### src/design/ppht_pkg.sv
package ppht_pkg;

  localparam int CMD_W   = 3;
  localparam int VALUE_W = 13;
  localparam int WIN_W   = 12;
  localparam int CUR_W   = 8;
  localparam int HEAD_W  = 10;
  localparam int CFG_IDX_W = 2;

  localparam logic [CMD_W-1:0] CMD_MOVE_X = 3'd0;
  localparam logic [CMD_W-1:0] CMD_MOVE_Y = 3'd1;
  localparam logic [CMD_W-1:0] CMD_SET_X  = 3'd2;
  localparam logic [CMD_W-1:0] CMD_SET_Y  = 3'd3;
  localparam logic [CMD_W-1:0] CMD_UPDATE = 3'd4;

  localparam logic [CFG_IDX_W-1:0] REG_WIN_W = 2'd0;
  localparam logic [CFG_IDX_W-1:0] REG_WIN_H = 2'd1;
  localparam logic [CFG_IDX_W-1:0] REG_CUR_W = 2'd2;
  localparam logic [CFG_IDX_W-1:0] REG_CUR_H = 2'd3;

  localparam int RST_WIN_W = 800;
  localparam int RST_WIN_H = 600;
  localparam int RST_CUR_W = 22;
  localparam int RST_CUR_H = 29;
  localparam int RST_X     = RST_WIN_W / 2;
  localparam int RST_Y     = RST_WIN_H / 2;

  localparam int CORDIC_STEPS = 24;
  localparam int CORDIC_SCALE = 20;
  localparam int STEP_W       = 5;
  localparam int ATAN_W       = 22;
  localparam int ANG_W        = 26;
  localparam int ANG_FRAC     = 16;
  localparam int ANG_HALF     = 1 << (ANG_FRAC - 1);
  localparam int HALF_TURN    = 180 << ANG_FRAC;
  localparam int HEAD_OFFSET  = 90;

  typedef struct packed {
    logic              latch;
    logic              commit;
    logic              start;
    logic              step;
    logic [STEP_W-1:0] step_idx;
    logic              finish;
  } ppht_cmd_t;

  typedef struct packed {
    logic is_update;
    logic sums_zero;
  } ppht_stat_t;

  function automatic logic [ATAN_W-1:0] atan_lut(input logic [STEP_W-1:0] idx);
    logic [ATAN_W-1:0] r;
    case (idx)
      5'd0:    r = 22'd2949120;
      5'd1:    r = 22'd1740968;
      5'd2:    r = 22'd919879;
      5'd3:    r = 22'd466945;
      5'd4:    r = 22'd234379;
      5'd5:    r = 22'd117304;
      5'd6:    r = 22'd58666;
      5'd7:    r = 22'd29335;
      5'd8:    r = 22'd14668;
      5'd9:    r = 22'd7334;
      5'd10:   r = 22'd3667;
      5'd11:   r = 22'd1833;
      5'd12:   r = 22'd917;
      5'd13:   r = 22'd458;
      5'd14:   r = 22'd229;
      5'd15:   r = 22'd115;
      5'd16:   r = 22'd57;
      5'd17:   r = 22'd29;
      5'd18:   r = 22'd14;
      5'd19:   r = 22'd7;
      5'd20:   r = 22'd4;
      5'd21:   r = 22'd2;
      5'd22:   r = 22'd1;
      default: r = 22'd0;
    endcase
    return r;
  endfunction

endpackage

### src/design/ppht_in_if.sv
interface ppht_in_if;
  logic                                  valid;
  logic                                  ready;
  logic        [ppht_pkg::CMD_W-1:0]     command;
  logic signed [ppht_pkg::VALUE_W-1:0]   value;

  modport source (output valid, output command, output value, input ready);
  modport sink (input valid, input command, input value, output ready);
endinterface

### src/design/ppht_out_if.sv
interface ppht_out_if #(
  parameter int POS_W = 12
);
  logic                                valid;
  logic                                ready;
  logic        [POS_W-1:0]             x_pos;
  logic        [POS_W-1:0]             y_pos;
  logic signed [ppht_pkg::HEAD_W-1:0]  heading_deg;

  modport source (output valid, output x_pos, output y_pos, output heading_deg, input ready);
  modport sink (input valid, input x_pos, input y_pos, input heading_deg, output ready);
endinterface

### src/design/ppht_cfg_if.sv
interface ppht_cfg_if;
  logic                              valid;
  logic                              ready;
  logic [ppht_pkg::CFG_IDX_W-1:0]    index;
  logic [ppht_pkg::WIN_W-1:0]        data;

  modport source (output valid, output index, output data, input ready);
  modport sink (input valid, input index, input data, output ready);
endinterface

### src/design/ppht_ram.sv
module ppht_ram #(
  parameter int WIDTH = 8,
  parameter int DEPTH = 8
) (
  input  logic                                   clk,
  input  logic                                   we,
  input  logic [(DEPTH > 1 ? $clog2(DEPTH) : 1)-1:0] waddr,
  input  logic [WIDTH-1:0]                       wdata,
  input  logic [(DEPTH > 1 ? $clog2(DEPTH) : 1)-1:0] raddr,
  output logic [WIDTH-1:0]                       rdata
);

  logic [WIDTH-1:0] mem_r [DEPTH];
  logic [WIDTH-1:0] rdata_r;

  always_ff @(posedge clk) begin
    if (we) begin
      mem_r[waddr] <= wdata;
    end
    rdata_r <= mem_r[raddr];
  end

  assign rdata = rdata_r;

endmodule

### src/design/ppht_ctrl.sv
module ppht_ctrl (
  input  logic                  clk,
  input  logic                  rst_n,
  input  logic                  in_valid,
  output logic                  in_ready,
  output logic                  out_valid,
  input  logic                  out_ready,
  input  ppht_pkg::ppht_stat_t  stat,
  output ppht_pkg::ppht_cmd_t   cmd
);

  typedef enum logic [1:0] {S_IDLE, S_EXEC, S_ITER, S_FIN} state_t;

  localparam logic [ppht_pkg::STEP_W-1:0] LAST_STEP =
    ppht_pkg::STEP_W'(ppht_pkg::CORDIC_STEPS - 1);

  state_t                        state_r, state_nxt;
  logic                          out_valid_r, out_valid_nxt;
  logic [ppht_pkg::STEP_W-1:0]   step_r, step_nxt;
  logic                          can_load;

  assign can_load = !out_valid_r || out_ready;

  always_comb begin
    state_nxt    = state_r;
    step_nxt     = step_r;
    cmd          = '0;
    cmd.step_idx = step_r;
    case (state_r)
      S_IDLE: begin
        if (in_valid) begin
          cmd.latch = 1'b1;
          state_nxt = S_EXEC;
        end
      end
      S_EXEC: begin
        if (stat.is_update && !stat.sums_zero) begin
          cmd.start = 1'b1;
          step_nxt  = '0;
          state_nxt = S_ITER;
        end else if (can_load) begin
          cmd.commit = 1'b1;
          state_nxt  = S_IDLE;
        end
      end
      S_ITER: begin
        cmd.step = 1'b1;
        step_nxt = step_r + 1'b1;
        if (step_r == LAST_STEP) begin
          state_nxt = S_FIN;
        end
      end
      S_FIN: begin
        if (can_load) begin
          cmd.finish = 1'b1;
          state_nxt  = S_IDLE;
        end
      end
      default: begin
        state_nxt = S_IDLE;
      end
    endcase
    out_valid_nxt = (out_valid_r && !out_ready) || cmd.commit || cmd.finish;
  end

  always_ff @(posedge clk) begin
    if (!rst_n) begin
      state_r     <= S_IDLE;
      out_valid_r <= 1'b0;
      step_r      <= '0;
    end else begin
      state_r     <= state_nxt;
      out_valid_r <= out_valid_nxt;
      step_r      <= step_nxt;
    end
  end

  assign in_ready  = (state_r == S_IDLE);
  assign out_valid = out_valid_r;

endmodule

### src/design/ppht_dp.sv
module ppht_dp #(
  parameter int HISTORY_DEPTH = 8,
  parameter int POSITION_BITS = 12
) (
  input  logic                                   clk,
  input  logic                                   rst_n,
  input  ppht_pkg::ppht_cmd_t                    cmd,
  output ppht_pkg::ppht_stat_t                   stat,
  input  logic        [ppht_pkg::CMD_W-1:0]      in_command,
  input  logic signed [ppht_pkg::VALUE_W-1:0]    in_value,
  input  logic                                   cfg_we,
  input  logic        [ppht_pkg::CFG_IDX_W-1:0]  cfg_index,
  input  logic        [ppht_pkg::WIN_W-1:0]      cfg_data,
  output logic        [POSITION_BITS-1:0]        x_pos,
  output logic        [POSITION_BITS-1:0]        y_pos,
  output logic signed [ppht_pkg::HEAD_W-1:0]     heading_deg
);

  localparam int VW     = ppht_pkg::VALUE_W;
  localparam int PB     = POSITION_BITS;
  localparam int SW     = (PB > VW ? PB : VW) + 2;
  localparam int SLOT_W = HISTORY_DEPTH > 1 ? $clog2(HISTORY_DEPTH) : 1;
  localparam int SUM_W  = VW + $clog2(HISTORY_DEPTH);
  localparam int CW     = SUM_W + ppht_pkg::CORDIC_SCALE + 3;
  localparam int ZW     = ppht_pkg::ANG_W;
  localparam int HW     = ppht_pkg::HEAD_W;
  localparam logic signed [SW-1:0] POS_TOP = SW'((1 << PB) - 1);
  localparam logic signed [SW-1:0] ZERO_S  = '0;
  localparam logic [SLOT_W-1:0]    SLOT_LAST = SLOT_W'(HISTORY_DEPTH - 1);

  function automatic logic [PB-1:0] clamp_pos(input logic signed [SW-1:0] p,
                                               input logic signed [SW-1:0] lo,
                                               input logic signed [SW-1:0] hi);
    logic signed [SW-1:0] q;
    q = p;
    if (q < lo) begin
      q = lo;
    end else if (q > hi) begin
      q = hi;
    end
    if (q[SW-1]) begin
      return '0;
    end
    if (q > POS_TOP) begin
      return '1;
    end
    return q[PB-1:0];
  endfunction

  logic        [ppht_pkg::CMD_W-1:0]   cmd_r;
  logic signed [VW-1:0]                val_r;
  logic        [ppht_pkg::WIN_W-1:0]   win_w_r, win_h_r;
  logic        [ppht_pkg::CUR_W-1:0]   cur_w_r, cur_h_r;
  logic        [PB-1:0]                x_r, y_r, x_nxt, y_nxt;
  logic        [SLOT_W-1:0]            slot_r, slot_nxt;
  logic        [HISTORY_DEPTH-1:0]     vld_r;
  logic signed [SUM_W-1:0]             xsum_r, ysum_r, xsum_nxt, ysum_nxt;
  logic signed [HW-1:0]                heading_r, head_nxt, fin_head;
  logic        [PB-1:0]                ox_r, oy_r;
  logic signed [HW-1:0]                oh_r;
  logic signed [CW-1:0]                cx_r, cy_r, cx0, cy0, cxe, cye, xs, ys;
  logic signed [ZW-1:0]                cz_r, cz0, at, mag, rnd;
  logic        [HW-1:0]                deg;
  logic                                hist_we;
  logic signed [VW-1:0]                dx, dy, old_x, old_y;
  logic        [2*VW-1:0]              hist_rdata;
  logic signed [SW-1:0]                v_ext, x_ext, y_ext, half, ww, wh, ch;

  ppht_ram #(
    .WIDTH (2 * VW),
    .DEPTH (HISTORY_DEPTH)
  ) u_hist (
    .clk   (clk),
    .we    (cmd.commit && hist_we),
    .waddr (slot_r),
    .wdata ({dx, dy}),
    .raddr (slot_r),
    .rdata (hist_rdata)
  );

  assign v_ext = SW'(val_r);
  assign x_ext = $signed({{(SW - PB){1'b0}}, x_r});
  assign y_ext = $signed({{(SW - PB){1'b0}}, y_r});
  assign half  = $signed({{(SW - ppht_pkg::CUR_W + 1){1'b0}}, cur_w_r[ppht_pkg::CUR_W-1:1]});
  assign ww    = $signed({{(SW - ppht_pkg::WIN_W){1'b0}}, win_w_r});
  assign wh    = $signed({{(SW - ppht_pkg::WIN_W){1'b0}}, win_h_r});
  assign ch    = $signed({{(SW - ppht_pkg::CUR_W){1'b0}}, cur_h_r});

  always_comb begin
    x_nxt    = x_r;
    y_nxt    = y_r;
    head_nxt = heading_r;
    hist_we  = 1'b0;
    dx       = '0;
    dy       = '0;
    case (cmd_r)
      ppht_pkg::CMD_MOVE_X: begin
        x_nxt   = clamp_pos(x_ext + v_ext, half, ww - half);
        hist_we = 1'b1;
        dx      = val_r;
      end
      ppht_pkg::CMD_MOVE_Y: begin
        y_nxt   = clamp_pos(y_ext + v_ext, ZERO_S, wh - ch);
        hist_we = 1'b1;
        dy      = val_r;
      end
      ppht_pkg::CMD_SET_X: begin
        x_nxt = clamp_pos(v_ext, ZERO_S, ww);
      end
      ppht_pkg::CMD_SET_Y: begin
        y_nxt = clamp_pos(v_ext, ZERO_S, wh);
      end
      ppht_pkg::CMD_UPDATE: begin
        head_nxt = HW'(ppht_pkg::HEAD_OFFSET);
      end
      default: begin
      end
    endcase
  end

  assign old_x    = vld_r[slot_r] ? $signed(hist_rdata[2*VW-1:VW]) : '0;
  assign old_y    = vld_r[slot_r] ? $signed(hist_rdata[VW-1:0]) : '0;
  assign xsum_nxt = xsum_r + SUM_W'(dx) - SUM_W'(old_x);
  assign ysum_nxt = ysum_r + SUM_W'(dy) - SUM_W'(old_y);
  assign slot_nxt = (slot_r == SLOT_LAST) ? '0 : slot_r + 1'b1;

  assign cxe = CW'(xsum_r);
  assign cye = CW'(ysum_r);
  assign cx0 = (xsum_r[SUM_W-1] ? -cxe : cxe) <<< ppht_pkg::CORDIC_SCALE;
  assign cy0 = (xsum_r[SUM_W-1] ? -cye : cye) <<< ppht_pkg::CORDIC_SCALE;
  assign cz0 = !xsum_r[SUM_W-1] ? '0 :
               (!ysum_r[SUM_W-1] ? $signed(ZW'(ppht_pkg::HALF_TURN))
                                 : -$signed(ZW'(ppht_pkg::HALF_TURN)));

  assign xs = cx_r >>> cmd.step_idx;
  assign ys = cy_r >>> cmd.step_idx;
  assign at = $signed(ZW'(ppht_pkg::atan_lut(cmd.step_idx)));

  assign mag      = cz_r[ZW-1] ? -cz_r : cz_r;
  assign rnd      = mag + ZW'(ppht_pkg::ANG_HALF);
  assign deg      = rnd[ppht_pkg::ANG_FRAC+HW-1:ppht_pkg::ANG_FRAC];
  assign fin_head = (cz_r[ZW-1] ? -$signed(deg) : $signed(deg)) + HW'(ppht_pkg::HEAD_OFFSET);

  always_ff @(posedge clk) begin
    if (!rst_n) begin
      win_w_r   <= ppht_pkg::WIN_W'(ppht_pkg::RST_WIN_W);
      win_h_r   <= ppht_pkg::WIN_W'(ppht_pkg::RST_WIN_H);
      cur_w_r   <= ppht_pkg::CUR_W'(ppht_pkg::RST_CUR_W);
      cur_h_r   <= ppht_pkg::CUR_W'(ppht_pkg::RST_CUR_H);
      x_r       <= PB'(ppht_pkg::RST_X);
      y_r       <= PB'(ppht_pkg::RST_Y);
      slot_r    <= '0;
      vld_r     <= '0;
      xsum_r    <= '0;
      ysum_r    <= '0;
      heading_r <= '0;
    end else begin
      if (cfg_we) begin
        case (cfg_index)
          ppht_pkg::REG_WIN_W: win_w_r <= cfg_data;
          ppht_pkg::REG_WIN_H: win_h_r <= cfg_data;
          ppht_pkg::REG_CUR_W: cur_w_r <= cfg_data[ppht_pkg::CUR_W-1:0];
          ppht_pkg::REG_CUR_H: cur_h_r <= cfg_data[ppht_pkg::CUR_W-1:0];
          default: begin
          end
        endcase
      end
      if (cmd.commit) begin
        x_r       <= x_nxt;
        y_r       <= y_nxt;
        heading_r <= head_nxt;
        if (hist_we) begin
          xsum_r        <= xsum_nxt;
          ysum_r        <= ysum_nxt;
          vld_r[slot_r] <= 1'b1;
          slot_r        <= slot_nxt;
        end
      end
      if (cmd.finish) begin
        heading_r <= fin_head;
      end
    end
  end

  always_ff @(posedge clk) begin
    if (cmd.latch) begin
      cmd_r <= in_command;
      val_r <= in_value;
    end
    if (cmd.start) begin
      cx_r <= cx0;
      cy_r <= cy0;
      cz_r <= cz0;
    end else if (cmd.step) begin
      if (cy_r > 0) begin
        cx_r <= cx_r + ys;
        cy_r <= cy_r - xs;
        cz_r <= cz_r + at;
      end else begin
        cx_r <= cx_r - ys;
        cy_r <= cy_r + xs;
        cz_r <= cz_r - at;
      end
    end
    if (cmd.commit) begin
      ox_r <= x_nxt;
      oy_r <= y_nxt;
      oh_r <= head_nxt;
    end else if (cmd.finish) begin
      ox_r <= x_r;
      oy_r <= y_r;
      oh_r <= fin_head;
    end
  end

  assign stat.is_update = (cmd_r == ppht_pkg::CMD_UPDATE);
  assign stat.sums_zero = (xsum_r == '0) && (ysum_r == '0);
  assign x_pos          = ox_r;
  assign y_pos          = oy_r;
  assign heading_deg    = oh_r;

endmodule

### src/design/pointer_position_heading_tracker.sv
// Tracks a pointer position from move and set commands and, on an update
// command, computes a heading from the sums of the last HISTORY_DEPTH moves.
// An item is taken only while the block is idle. A move, set or unused
// command, or an update whose window sums are both zero, is executed in the
// execute state once the result register is free or being taken, and its
// result is registered there; the next item is taken once the block is back
// in idle. An update whose window sums are not both zero runs a 24-iteration
// CORDIC through one shift-add unit: the execute state loads the CORDIC
// registers, the iteration state runs the steps, and the finish state loads
// the result once the result register is free or being taken. The result
// register holds a finished result until it is taken, and the next item may
// be accepted meanwhile. Configuration writes are always accepted and should be made while no item is in flight.
module pointer_position_heading_tracker #(
  parameter int HISTORY_DEPTH = 8,
  parameter int POSITION_BITS = 12
) (
  input  logic       clk,
  input  logic       rst_n,
  ppht_in_if.sink    in_ch,
  ppht_out_if.source out_ch,
  ppht_cfg_if.sink   cfg_ch
);

  ppht_pkg::ppht_cmd_t  cmd;
  ppht_pkg::ppht_stat_t stat;

  assign cfg_ch.ready = 1'b1;

  ppht_ctrl u_ctrl (
    .clk       (clk),
    .rst_n     (rst_n),
    .in_valid  (in_ch.valid),
    .in_ready  (in_ch.ready),
    .out_valid (out_ch.valid),
    .out_ready (out_ch.ready),
    .stat      (stat),
    .cmd       (cmd)
  );

  ppht_dp #(
    .HISTORY_DEPTH (HISTORY_DEPTH),
    .POSITION_BITS (POSITION_BITS)
  ) u_dp (
    .clk         (clk),
    .rst_n       (rst_n),
    .cmd         (cmd),
    .stat        (stat),
    .in_command  (in_ch.command),
    .in_value    (in_ch.value),
    .cfg_we      (cfg_ch.valid),
    .cfg_index   (cfg_ch.index),
    .cfg_data    (cfg_ch.data),
    .x_pos       (out_ch.x_pos),
    .y_pos       (out_ch.y_pos),
    .heading_deg (out_ch.heading_deg)
  );

endmodule
### src/flat_wrapper.sv
// flat-port wrapper written by rule: the top's interface ports become plain ports
module pointer_position_heading_tracker_flat 
#(
  parameter int HISTORY_DEPTH = 8,
  parameter int POSITION_BITS = 12
)
  (clk, rst_n, in_ch_valid, in_ch_command, in_ch_value, in_ch_ready, out_ch_valid, out_ch_x_pos, out_ch_y_pos, out_ch_heading_deg, out_ch_ready, cfg_ch_valid, cfg_ch_index, cfg_ch_data, cfg_ch_ready);
  ppht_in_if in_ch_i ();
  ppht_out_if out_ch_i ();
  ppht_cfg_if cfg_ch_i ();
  input  logic clk;
  input  logic rst_n;
  input wire logic [$bits(in_ch_i.valid)-1:0] in_ch_valid;
  input wire logic [$bits(in_ch_i.command)-1:0] in_ch_command;
  input wire logic [$bits(in_ch_i.value)-1:0] in_ch_value;
  output wire logic [$bits(in_ch_i.ready)-1:0] in_ch_ready;
  output wire logic [$bits(out_ch_i.valid)-1:0] out_ch_valid;
  output wire logic [$bits(out_ch_i.x_pos)-1:0] out_ch_x_pos;
  output wire logic [$bits(out_ch_i.y_pos)-1:0] out_ch_y_pos;
  output wire logic [$bits(out_ch_i.heading_deg)-1:0] out_ch_heading_deg;
  input wire logic [$bits(out_ch_i.ready)-1:0] out_ch_ready;
  input wire logic [$bits(cfg_ch_i.valid)-1:0] cfg_ch_valid;
  input wire logic [$bits(cfg_ch_i.index)-1:0] cfg_ch_index;
  input wire logic [$bits(cfg_ch_i.data)-1:0] cfg_ch_data;
  output wire logic [$bits(cfg_ch_i.ready)-1:0] cfg_ch_ready;
  assign in_ch_i.valid = in_ch_valid;
  assign in_ch_i.command = in_ch_command;
  assign in_ch_i.value = in_ch_value;
  assign in_ch_ready = in_ch_i.ready;
  assign out_ch_valid = out_ch_i.valid;
  assign out_ch_x_pos = out_ch_i.x_pos;
  assign out_ch_y_pos = out_ch_i.y_pos;
  assign out_ch_heading_deg = out_ch_i.heading_deg;
  assign out_ch_i.ready = out_ch_ready;
  assign cfg_ch_i.valid = cfg_ch_valid;
  assign cfg_ch_i.index = cfg_ch_index;
  assign cfg_ch_i.data = cfg_ch_data;
  assign cfg_ch_ready = cfg_ch_i.ready;
  pointer_position_heading_tracker #(.HISTORY_DEPTH(HISTORY_DEPTH), .POSITION_BITS(POSITION_BITS)) u_core (.clk(clk), .rst_n(rst_n), .in_ch(in_ch_i), .out_ch(out_ch_i), .cfg_ch(cfg_ch_i));
endmodule
### config.mk
export PLATFORM = sky130hd
export DESIGN_NAME = pointer_position_heading_tracker_flat
export DESIGN_NICKNAME = d
export VERILOG_FILES = /design/src/design/ppht_pkg.sv /design/src/design/ppht_in_if.sv /design/src/design/ppht_out_if.sv /design/src/design/ppht_cfg_if.sv /design/src/design/ppht_ram.sv /design/src/design/ppht_ctrl.sv /design/src/design/ppht_dp.sv /design/src/design/pointer_position_heading_tracker.sv /design/src/flat_wrapper.sv
export SDC_FILE = /design/constraint.sdc
export NUM_CORES = 2
export LEC_CHECK = 0
export BUFFER_PORTS_ARGS = -buffer_cell sky130_fd_sc_hd__buf_2
export CORE_MARGIN = 2
export CORE_UTILIZATION = 55
export CTS_CLUSTER_DIAMETER = 30
export DETAILED_ROUTE_END_ITERATION = 8
export GPL_TIMING_DRIVEN = 0
export PLACE_DENSITY = 0.67
export SLEW_MARGIN = 40
export SYNTH_ARGS = -nofsm -noshare
export SYNTH_HDL_FRONTEND = slang
export SYNTH_SLANG_ARGS = --single-unit
### constraint.sdc
create_clock -name clk -period 9.5 [get_ports clk]
set_input_delay 0.475 -clock clk [delete_from_list [all_inputs] [get_ports clk]]
set_output_delay 0.475 -clock clk [all_outputs]
set_load 0.05 [all_outputs]
Word-level counts from Yosys, hierarchy flattened
Memory sizes are Yosys's and may differ from the RTL's. A register that Yosys moved wholly into a read port is not among the register bits. Cells that the tools add are included.

Shift operators: 2. $add $sub $neg: 22. Multiplexer cells: 103. Equal/unequal tests: 15. Bitwise operators: 1. Magnitude comparators: 14. Reductions and logical operators: 27.

Operators with widths (number): 12-bit 2-to-1 mux (20); 39-bit 2-to-1 mux (6); 15-bit 2-to-1 mux (12); 26-bit 2-to-1 mux (6); 39-bit adder (2); 39-bit by 5-bit >>> shifter with 39-bit output (2); 39-bit subtractor (2); 15-bit by 13-bit > comparator with 1-bit output, second input constant (4); 10-bit 2-to-1 mux (6); 13-bit 2-to-1 mux (4); 12-bit case mux with 2 select lines (2); 39-bit by 1-bit > comparator with 1-bit output, second input constant (1); 19-bit 2-to-1 mux (2); 16-bit negation with 19-bit output (2); 16-bit by 13-bit adder with 16-bit output (2); 16-bit logical NOT (2); 1-bit 2-to-1 mux (32); 16-bit by 13-bit subtractor with 16-bit output (2); 13-bit by 13-bit adder with 14-bit output (2); 14-bit by 13-bit > comparator with 1-bit output (2); 26-bit by 17-bit adder with 26-bit output, second input constant (1); 26-bit by 23-bit adder with 26-bit output (1); 13-bit > comparator (2); 26-bit negation (1); other kinds (35) (66).

Memories kept: 2. Flip-flop bits (word level): 279. Input port bits: 35. Bits in writable memories: 208. Output and inout port bits: 37. Memory bits (read-only): 704.

Memories: (no name shown) (words 32, width 22, rd ports 1, clocked after Yosys merged registers in 1, write ports 0, line ppht_pkg.sv:54) `case (idx)`; u_core.u_dp.u_hist.mem_r (words 8, width 26, rd ports 1, clocked after Yosys merged registers in 1, write ports 1, line ppht_ram.sv:13) `logic [WIDTH-1:0] mem_r [DEPTH];`.

Logic depth before layout (Yosys ltp)
Word-level depth: 13. Gate-level depth with buffers: 30. Depth with buffers taken out: 25.

By module
Synthesis repeated with hierarchy kept, for this count alone.

Cell total of the unflattened synthesis: 4063. Area, all modules: 39618.0 um^2.

Modules (own cells, without submodules): ppht_dp (seq. area each 6546.3 um^2, times used 1, cells each 3677, area an instance 30619.4 um^2); ppht_ram (seq. area each 6766.5 um^2, times used 1, cells each 340, area an instance 8563.2 um^2); ppht_ctrl (seq. area each 160.2 um^2, times used 1, cells each 44, area an instance 424.2 um^2); pointer_position_heading_tracker (seq. area each 0.0 um^2, times used 1, cells each 2, area an instance 11.3 um^2).

Least setup slack after synthesis
Ideal clock, no wire load.

Path type: flip-flop to flip-flop. Start point: reg u_core.u_ctrl.step_r[4] (netlist bit). End point: reg u_core.u_dp.cx_r[37] (data pin). Stages on the path, launching flop included: 29. Data arrival time: 6.320 ns. Slack: 2.917 ns. Path buffers: 7. Setup time: 0.263 ns. Required time: 9.237 ns. Cell sequence: dfxtp_1 > clkbuf_1 > clkbuf_1 > clkbuf_1 > buf_1 > buf_1 > clkbuf_1 > clkbuf_1 > o21a_1 > ha_1 > nand2_1 > or3b_1 > nor3_1 > nand2_1 > o31ai_1 > nor3_1 > a211oi_1 > ha_1 > a21o_1 > a21oi_1 > o221ai_1 > a21o_1 > a21o_1 > or3_1 > nor3_1 > nor3_1 > a311o_1 > a41oi_1 > mux2i_1.

Cells in the longest elaborated chain, start to end: 5.

Ends and longest elaborated chain: start, declared (line ppht_ctrl.sv:19) `logic [ppht_pkg::STEP_W-1:0] step_r, step_nxt;`; start signal, assigned (line ppht_ctrl.sv:74) `step_r <= step_nxt;`; 39-bit by 5-bit >>> shifter with 39-bit output (*) (line ppht_dp.sv:136) `assign ys = cy_r >>> cmd.step_idx;`; 39-bit subtractor or 39-bit adder (tied branches) (line ppht_dp.sv:200, ppht_dp.sv:196); 39-bit 2-to-1 mux (*) (line ppht_dp.sv:195) `if (cy_r > 0) begin`; 39-bit 2-to-1 mux (*) (line ppht_dp.sv:194) `end else if (cmd.step) begin`; 39-bit 2-to-1 mux (*) (line ppht_dp.sv:190) `if (cmd.start) begin`; end signal, assigned (line ppht_dp.sv:196) `cx_r <= cx_r + ys;`; end signal, assigned (line ppht_dp.sv:200) `cx_r <= cx_r - ys;`; end, declared (line ppht_dp.sv:61) `logic signed [CW-1:0] cx_r, cy_r, cx0, cy0, cxe, cye, xs, ys;`.

Every way passes the cells marked *; elsewhere a longest branch is shown, timed or not. The select of a mux whose other input is x is not followed. A chain may end at the register's enable or synchronous reset.

Final worst setup path
Start point: reg u_core.u_ctrl.step_r[4] (netlist bit). End point: reg u_core.u_dp.cy_r[38] (data pin).

Cells in the longest elaborated chain, start to end: 5.

Ends and longest elaborated chain: 39-bit by 5-bit >>> shifter with 39-bit output (*) (line ppht_dp.sv:135) `assign xs = cx_r >>> cmd.step_idx;`; 39-bit adder or 39-bit subtractor (tied branches) (line ppht_dp.sv:201, ppht_dp.sv:197); 39-bit 2-to-1 mux (*) (line ppht_dp.sv:195); 39-bit 2-to-1 mux (*) (line ppht_dp.sv:194); 39-bit 2-to-1 mux (*) (line ppht_dp.sv:190); end signal, assigned (line ppht_dp.sv:192) `cy_r <= cy0;`; end signal, assigned (line ppht_dp.sv:197) `cy_r <= cy_r - xs;`; end signal, assigned (line ppht_dp.sv:201) `cy_r <= cy_r + xs;`; end, declared (line ppht_dp.sv:61).

Marked as above.

==> flow_summary.yaml <==
die:
  die_area_um2: 74420
  core_region_area_um2: 71490
  die_h_um: 272.8
  initial_core_util_pct: 55.59
  std_cell_rows: 98
  die_x_um: 272.8
  ios: 72
timing:
  rsz0062_at_grt: "false"
  holdWs_ns: 0.02463
  period_needed_ns: 9.128
  tightestPinTransition_ns: 0.9617
  hold_violations: 0
  slew_headroom_pct: 35.89
  setup-violations-final: 0
  max_freq_mhz: 109.6
  min_period_over_period_pct: 96.08
  final_max_slew_viol_count: 0
  clock_skew_ns: 0.1150
routing:
  wl_met1_mm: 57.97
  drc: 0
  dr_wl_met3_mm: 11.61
  vias_per_cell: 6.520
  drt_iter0_drc: 3849
  wl_met2_mm: 66.20
  drtPass1Iterations: 8
  antenna_left: 0
  wl_mm: 144.8
  wl_per_cell_um: 26.06
  vias: 36231
  top_layer: "met4"
worst_setup_path:
  cp-end-kind: "flop"
  max_stage_delay_ns: 0.75
  critical_path_arrival_ns: 9.50
  crit_required_ns: 9.87
  crit_type: "flop to flop"
  cp_max_fo: 10
  cp_cell_sequence: "inv_2, buf_1, buf_1, clkbuf_1, buf_1, buf_1, nor2_1, a21oi_1, ha_1, nor2_1, a21oi_1, fa_1, a211oi_1, o21bai_1, a2111oi_0, nor4_1, nor4_2, nor3_1, o21ai_0, o2111ai_1, o41ai_1, xnor2_1, o21ai_1"
  start_kind: "flop"
  rrSetupSlack_ns: 0.37
  crit_path_frequent_cell: "buf_1"
  crit_path_top_delay_cell: "a2111oi_0"
layout:
  fin_cells: 5557
  area_growth_pct: 15.87
  fill_cells: 5941
  fin_nets: 4815
  drive_gt1_share_pct: 12.77
synth:
  ys_async_sr_fraction_pct: 0
  synth_ff_type: "edfxtp_1"
  synthCells: 4278
  synth_area_um2: 39740
  synth_edf_count: 322
  yosys_warnings: 0
  synth.distinct_cells: 98
  yosysTopAreaCell: "edfxtp_1"
  ys_top_cells_by_area: "edfxtp_1 (24%), dfxtp_1 (11%), ha_1 (7.6%)"
  yosys_register_bits: 534
  synth_top_area_share_pct: 24.33
  yosysSeqAreaShare_pct: 35.01
  syn_area_per_cell_um2: 9.289
  syn_nets: 4592
pwr:
  p_total_mw: 10.71
  total_leakage_power_nw: 17.87
  cellPowerDensity_nw_per_um2: 232.5
  vdd_drop_max_mv: 0.2781
cts:
  cts_tree: "done"
  cts_sinks: 534
  clockRootBuffer: "clkbuf_16"
  clkLatencyLatePin_ns: 0.77
  cts_buffers: 119
  cts_max_level: 3
  clock_path_buffers: 3
  cts.clk_slew.worst_paths_ns: 0.04
global_routing:
  grt-ovfl-total: 0
  grt_pass1_wl_mm: 215.6
  grt_max_degree: 48
  grt_pass1_vias: 34356
  antenna_found_initial: 0
  grt_use_total_pct: 38.46
placed_design:
  place_inst: 5316
  dp_hpwl_mm: 108.5
  gp_congestion: 1.069
  portBuffers: 69
run:
  cap_viol_max_count: 0
outcome:
  status: "completed"
worst_hold_path:
  hp-class: "primary input to flop"
==> logic make-up (layout without fill, tap and decap cells) <==
kind of cell / after synthesis / count (layout) / share of synthesized area (%)
adder cells (fa/ha/maj): 279 / 279 / 9.484
flip-flops: 534 / 534 / 35.01
buffers and inverters: 471 / 799 / 4.673
other: 1 / 2 / 0.009437
AO/OA/AOI/OAI: 1193 / 1193 / 19.91
XOR/XNOR: 260 / 260 / 5.765
AND/OR/NAND/NOR: 1347 / 1347 / 16.41
multiplexers: 193 / 193 / 8.737
==> stage by stage <==
| stage | setup slack [ns] | utilization, % | setup TNS [ns] | area, um2 |
|---|---|---|---|---|
| 2_1_floorplan | 2.917 | - | 0 | 39740 |
| 3_3_place_gp | -0.6993 | 57.73 | -2.725 | 41270 |
| 3_5_place_dp | -0.7373 | 58.28 | -2.828 | 41670 |
| 4_1_cts | 0.07402 | 64.38 | 0 | 46020 |
| 5_1_grt | 0.09579 | 64.40 | 0 | 46040 |
| 6_report | 0.3723 | 64.41 | 0 | 46040 |
==> metal layers <==
layer	up-vias	global-route usage [%]
li1	16507	-
met1	17509	49.32
met2	1781	61.91
met3	434	6.678
met4	0	21.15
met5	-	0
==> synth_stat cells (14+ instances only) <==
library cell,count
and2_1,35
buf_2,23
a21boi_0,17
nand2_1,406
o21bai_1,21
nor4_1,33
fa_1,37
ha_1,242
a22oi_1,115
o22ai_1,49
clkbuf_1,149
nand4_1,51
o21a_1,58
inv_1,262
nor2b_1,63
a21o_1,62
nor2_1,316
mux2_2,18
nor3b_1,14
mux4_2,121
or4_1,15
or3_1,37
nor3_1,99
a31oi_1,29
or2_2,24
a211oi_1,41
o41ai_1,17
nand3_1,127
a211o_1,14
o31a_1,14
o21ai_0,251
nand3b_1,16
mux2i_1,53
and3_1,27
nand2b_1,44
dfxtp_1,212
o211ai_1,31
a21oi_1,262
xnor2_1,162
buf_1,22
xor2_1,97
o31ai_1,47
edfxtp_1,322
==> final cells by class <==
cell class | count | area (um2) | share of cell area (%)
plain buffers | 202 | 883.3 | 1.919
clock inverters | 72 | 867.1 | 1.883
clock buffers | 154 | 3334 | 7.242
repair buffers | 103 | 765.7 | 1.663
diodes | 1 | 2.502 | 0.005435
well taps | 950 | 1189 | 2.582
inverters | 268 | 1011 | 2.196
flip-flops and latches | 534 | 13910 | 30.22
multi-input cells | 3273 | 24080 | 52.29
==> worst paths after layout <==
path / startpoint / end / depth (start not counted)
hold reg to reg: u_core.u_dp.win_h_r[11]$_SDFFE_PN0P_ / u_core.u_dp.win_h_r[11]$_SDFFE_PN0P_ / 2
setup / recovery: u_core.u_ctrl.step_r[4]$_SDFFE_PN0P_ / u_core.u_dp.cy_r[38]$_DFFE_PP_ / 23
setup reg to reg: u_core.u_ctrl.step_r[4]$_SDFFE_PN0P_ / u_core.u_dp.cy_r[38]$_DFFE_PP_ / 23
hold / removal: in_ch_command[2] / u_core.u_dp.cmd_r[2]$_DFFE_PP_ / 1
==> power breakdown <==
| part | leakage, nW | total (mW) | internal [mW] | switching, mW |
|---|---|---|---|---|
| logic | 11.2 | 3.71 | 1.49 | 2.22 |
| clock network | 2.02 | 4.18 | 2.74 | 1.44 |
| registers | 4.69 | 2.82 | 2.61 | 0.207 |
==> state kept, by name, indices dropped and copies added (netlist names), 16 cells and up <==
| register | flops |
|---|---|
| u_core.u_dp.u_hist.mem_r | 208 |
| u_core.u_dp.cx_r | 39 |
| u_core.u_dp.cy_r | 39 |
| u_core.u_dp.cz_r | 26 |
| u_core.u_dp.u_hist.rdata | 26 |
| u_core.u_dp.at | 22 |
| u_core.u_dp.xsum_r | 16 |
| u_core.u_dp.ysum_r | 16 |
==> repair_timing <==
| action | CTS | global route |
|---|---|---|
| setup buffers | 0 | 0 |
| endpoints found under the hold margin | 15 | 0 |
| resized for setup | 4 | 2 |
| hold buffers | 15 | 0 |
| pin swaps | 0 | 0 |
| endpoints found under the setup margin | 8 | 5 |
==> critical path, delay by kind of cell (launching register included) <==
family / cells / cell delay (ns)
xor+xnor: 1 / 0.17
flops: 1 / 0.38
simple gates: 5 / 1.11
fa+ha+maj: 2 / 0.77
compound gates: 9 / 2.75
buf+inv: 6 / 3.59
==> cell usage in the layout, fill, tap and decap left out, types with 24 or more instances in the layout <==
cell and count:
a211oi_1 40, a21o_1 62, a21oi_1 262, a22oi_1 115, a31oi_1 29, and2_1 27, and3_1 27, buf_2 102
clkbuf_1 142, clkbuf_16 123, dfxtp_1 212, edfxtp_1 322, fa_1 37, ha_1 242, inv_1 261, mux2i_1 53
mux4_2 121, nand2_1 405, nand2b_1 44, nand3_1 127, nand4_1 51, nor2_1 313, nor2b_1 63, nor3_1 92
nor4_1 31, o211ai_1 31, o21a_1 58, o21ai_0 251, o22ai_1 49, o31ai_1 47, or2_2 24, or3_1 37
xnor2_1 162, xor2_1 97
(Power assumes the default switching activity.)
